===== src/hdl/nfba_pkg.sv =====
// shared types, field widths and codes for the next-fit block allocator
// no dependencies; imported by every module of the block

package nfba_pkg;

    // defaults for the top-level parameters
    localparam int DEFAULT_DEPTH    = 1024;
    localparam int DEFAULT_TAG_BITS = 16;

    // request and result field widths
    localparam int COUNT_W    = 11;
    localparam int INDEX_W    = 10;
    localparam int START_W    = 10;
    localparam int STATUS_W   = 2;
    localparam int S_TDATA_W  = 24;
    localparam int M_TDATA_W  = 16;
    localparam int S_TUSER_W  = 1;

    // command codes carried in tuser
    localparam logic CMD_ALLOC = 1'b0;
    localparam logic CMD_FREE  = 1'b1;

    typedef enum logic [STATUS_W-1:0] {
        STATUS_OK     = 2'd0,
        STATUS_NO_RUN = 2'd1,
        STATUS_BAD    = 2'd2
    } status_t;

    // sequencer to match unit
    typedef struct packed {
        logic clear;
        logic step;
    } match_ctl_t;

    // match unit to sequencer
    typedef struct packed {
        logic eq;
        logic full;
    } match_sts_t;

endpackage


===== src/hdl/nfba_match_unit.sv =====
// shared tag compare used by every scan, and run-length counter for the allocate scan
// depends on nfba_pkg

module nfba_match_unit
    import nfba_pkg::*;
#(
    parameter int TAG_BITS = DEFAULT_TAG_BITS,
    parameter int CNT_W    = COUNT_W
)
(
    input  logic                clk,
    input  logic                rst_n,
    input  match_ctl_t          ctl,
    input  logic [TAG_BITS-1:0] tag,
    input  logic [TAG_BITS-1:0] key,
    input  logic [CNT_W-1:0]    target,
    output match_sts_t          sts
);

    logic [CNT_W-1:0] run_len_reg;
    logic [CNT_W-1:0] run_len_next;
    logic [CNT_W-1:0] run_inc;
    logic             eq;

    assign eq       = (tag == key);
    assign run_inc  = run_len_reg + CNT_W'(1);
    assign sts.eq   = eq;
    assign sts.full = eq && (run_inc == target);

    always_comb
    begin
        run_len_next = run_len_reg;
        if (ctl.clear)
        begin
            run_len_next = '0;
        end
        else if (ctl.step)
        begin
            run_len_next = eq ? run_inc : '0;
        end
    end

    always_ff @(posedge clk or negedge rst_n)
    begin
        if (!rst_n)
        begin
            run_len_reg <= '0;
        end
        else
        begin
            run_len_reg <= run_len_next;
        end
    end

endmodule


===== config.mk =====
export PLATFORM = sky130hd
export DESIGN_NAME = nfba_match_unit
export DESIGN_NICKNAME = d
export VERILOG_FILES = /design/src/hdl/nfba_pkg.sv /design/src/hdl/nfba_match_unit.sv
export SDC_FILE = /design/constraint.sdc
export NUM_CORES = 1
export LEC_CHECK = 0
export BUFFER_PORTS_ARGS = -buffer_cell sky130_fd_sc_hd__buf_2
export CAP_MARGIN = 20
export CORE_MARGIN = 2
export CORE_UTILIZATION = 35
export DETAILED_ROUTE_END_ITERATION = 10
export GPL_TIMING_DRIVEN = 0
export PLACE_DENSITY_LB_ADDON = 0.15
export SLEW_MARGIN = 20
export SYNTH_ARGS = -nofsm -noshare
export SYNTH_HDL_FRONTEND = slang
export SYNTH_SLANG_ARGS = --single-unit
export TNS_END_PERCENT = 30

===== constraint.sdc =====
create_clock -name clk -period 3.15 [get_ports clk]
set_input_delay 0.4725 -clock clk [delete_from_list [all_inputs] [get_ports clk]]
set_output_delay 0.4725 -clock clk [all_outputs]
set_load 0.05 [all_outputs]

Yosys cells after proc, flatten, opt, wreduce, memory -nomap -nowiden --
Index checks and enable logic that the tools add are counted.
Cells by class: $add $sub $neg 1, equal/unequal tests 2, mux-type cells 3, reductions and logical operators 2
Operators by type and width (count):
- $mux W11 | 3
- $eq A16 B16 Y1 | 1
- $add A11 B1 Y11 const B | 1
- $eq A11 B11 Y1 | 1
- $reduce_bool A2 Y1 | 1
- $logic_and A1 B1 Y1 | 1
Storage, ports and cells: register bits 11, input bits 47, output and inout port bits 2

Longest topological paths before layout --
word-level depth 4, depth in mapped cells 6

Worst setup path after synthesis --
OpenSTA, ideal clock, no wires.
kind input port to output port, start input port key[8], end output port sts[0] (netlist name), arrival 2.663 ns, required time 2.677 ns, setup slack 0.014 ns, stages 5, buffers on the path 0, path through xor2_1 > nor4_2 > nand4_2 > or4_1 > nor4_2
RTL lines:
- start: declaration | line nfba_match_unit.sv:15 | input logic [TAG_BITS-1:0] key,
- end: declaration | line nfba_match_unit.sv:17 | output match_sts_t sts

==> metrics.txt <==
Switching Share=0.288; most frequent cells in the layout=buf_2, xor2_1, xnor2_1; PwrDens=232 nW/um^2; starting density of the core=0.375; power share of the clock group=0.315; Non-Filler Instances=211; vias per inst=5.31; number of synthesized flops with an enable pin=0; GRT Total Usage=0.165; Core ar.=2830 um^2; synthesized flop and latch total=11; # hold bufs at CTS=0; final hold vios=0; Cells after Synth=124; Post-synth top flop=dfrtp_1; Mean Syn Cell Area=8.57 um^2; clk_lat worst skew=0.28 ns; minimum clock period=2.94 ns; I/O pin count=49; Die ar.=3490 um^2; P_int=0.231 mW; Filler Cells Inserted=297; H-Tree Depth=1; Slew HR=0.654; Yosys top cell by area=dfrtp_1; Die Width=59.1 um; max reg flops=11; crit path kind=flop to primary output; final core utilization=0.496; setup violators final=0; GP Congestion=0.812; CTS root buf=clkbuf_4; Slew Viols, Final=0; Async SR Flop Fraction=1.00; Yosys top cell area share=0.259; Clock Skew=0.00589 ns; worst r2r src=run_len_reg[3]; CTS tree=yes; Reg2Reg Depth=6; P_leak=0.628 nW; R2R Setup Slk=1.16 ns; setup TNS=0 ns; Clock Sinks=11; Tot Pwr=0.325 mW; Starting DRT DRC Count=27; r2r endpoint=run_len_reg[8]; Critical Path Fanout Max=6; Post-Syn Nets=172; Placement Setup Slack=0.132 ns; Worst Max-Slew Pin Slew=0.517 ns; post-DP HPWL=2160 um; WP buf/inv=1; worst hold path type=input port to async pin; CP Cell Sequence=ha_2 -> nand3_1 -> nor2_1 -> xnor2_1 -> or4_1 -> nor4_2 -> clkbuf_4; Placed Cells=203; Die H=59.1 um; first-pass GRT wire length=4470 um; global route overflow=0; Max VDD drop=0.000150 V; most common cell after layout, fill and taps aside=buf_2; Avg WL per Cell=13.2 um; Max Cap Viol=0; # diodes=0; power share of the combinational group=0.246; ratio of cells with drive above 1 in the final layout=0.367; Via Count=1120; largest net degree at the start of global routing=12; switching pwr=0.0936 mW; Rows=19; crit path capture type=primary output; CTS buffer count=3; status=finished clean; Net count, final=229; clk buf depth=2; antenna violations before repair=0; share of power burned in registers=0.440; CP delay by family, top=simple AND/OR/NAND/NOR gates; drt pass-1 iters=4; Fmax achieved=340 MHz; Critical Path Source=run_len_reg[0]; drt drc=0; WP data arrival=2.47 ns; Layout area overhead=32.0%; number of global-route vias before repair=1022; unrepaired setup endpoints after global routing=no; yosys warns=0; CP peak stage delay=0.45 ns; Seq/Total Area, Yosys=0.259; Total Routed Length=2780 um; setup ws final=0.206 ns; antenna-violating nets left=0; dominant cells by area after synthesis=dfrtp_1, xor2_1, xnor2_1, nor4_2, nor3_1; CP Launch Type=flop; WP data required=2.68 ns; clock slew at reported path FFs=0.08 ns; Tcrit/Tclk final=0.935; synth unique cells=37; synthesized area=1060 um^2; slowest stage cell, crit path=dfrtp_1; I/O Buffers=48
## final cells by class
class	instances	area, um^2	share of cell area
Buffer	6	28.8	0.0205
Inverter	3	11.3	0.00803
Timing Repair Buffer	52	273	0.194
Clock buffer	4	26.3	0.0187
Multi-Input combinational cell	104	749	0.534
Tap cell	31	38.8	0.0277
Sequential cell	11	275	0.196
## what timing repair did
| action | 4_1_cts | 5_1_grt |
|---|---|---|
| setup endpoints to repair | 0 | 1 |
| gates resized for setup | 0 | 2 |
| buffers inserted | 0 | 4 |
## worst max path at each step
stage	endpoint	slack [ns]	cells past startpoint
floorplan	sts[0]	0.01	5
global placement	sts[0]	0.15	7
detailed placement	sts[0]	0.13	7
CTS	sts[0]	0.13	7
global route	sts[0]	0.006	7
finish	sts[0]	0.21	7
## layer usage
layer | part of all wire | vias to the layer above | global-route usage
li1 | - | 560 | -
met1 | 0.44 | 522 | 0.213
met2 | 0.50 | 35 | 0.292
met3 | 0.046 | 3 | 0.0153
met4 | 0.012 | 0 | 0.0487
met5 | 0 | - | 0
## stage by stage
step,hold WS (ns),cell area [um^2]
after floorplan,0.177,1060
after global placement,0.367,1340
after detailed placement,0.370,1340
after CTS,0.0666,1370
after global routing,0.0699,1400
final,0.0615,1400
## worst register-to-register path, delay by kind of cell (launching register included)
kind                   cells  cell delay [ns]
AND/OR/NAND/NOR            3             1.06
AO/OA/AOI/OAI              2             0.35
flip-flops                 1             0.32
buffers and inverters      1             0.18
## Yosys cell counts, drive strengths merged, types with 2 or more instances
master / count
a21o: 2
nor3b: 2
nand3: 4
dfrtp: 11
xnor2: 12
o31ai: 2
nor4: 8
inv: 3
nand4: 2
clkbuf: 4
nand2b: 3
o21ai: 6
buf: 2
o22a: 4
a211oi: 2
xor2: 19
nand2: 9
nor2: 6
nor3: 9
## power by group through the flow
stage | Combinational, mW | Sequential [mW] | Clock [mW]
6_report | 0.0798 | 0.143 | 0.102
4_1_cts | 0.0809 | 0.143 | 0.106
3_3_place_gp | 0.0780 | 0.146 | 0
5_1_grt | 0.0889 | 0.143 | 0.114
3_5_place_dp | 0.0801 | 0.146 | 0
2_1_floorplan | 0.0372 | 0.145 | 0
## kinds of logic after synthesis
logic type | after synthesis | synth area share
AOI/OAI and AO/OA | 23 | 0.159
xor gates and xnor gates | 31 | 0.256
adders and majority gates | 1 | 0.0118
buffers and inverters | 9 | 0.0377
DFF | 11 | 0.259
and+or+nand+nor | 49 | 0.277
(Power assumes the default switching activity.)
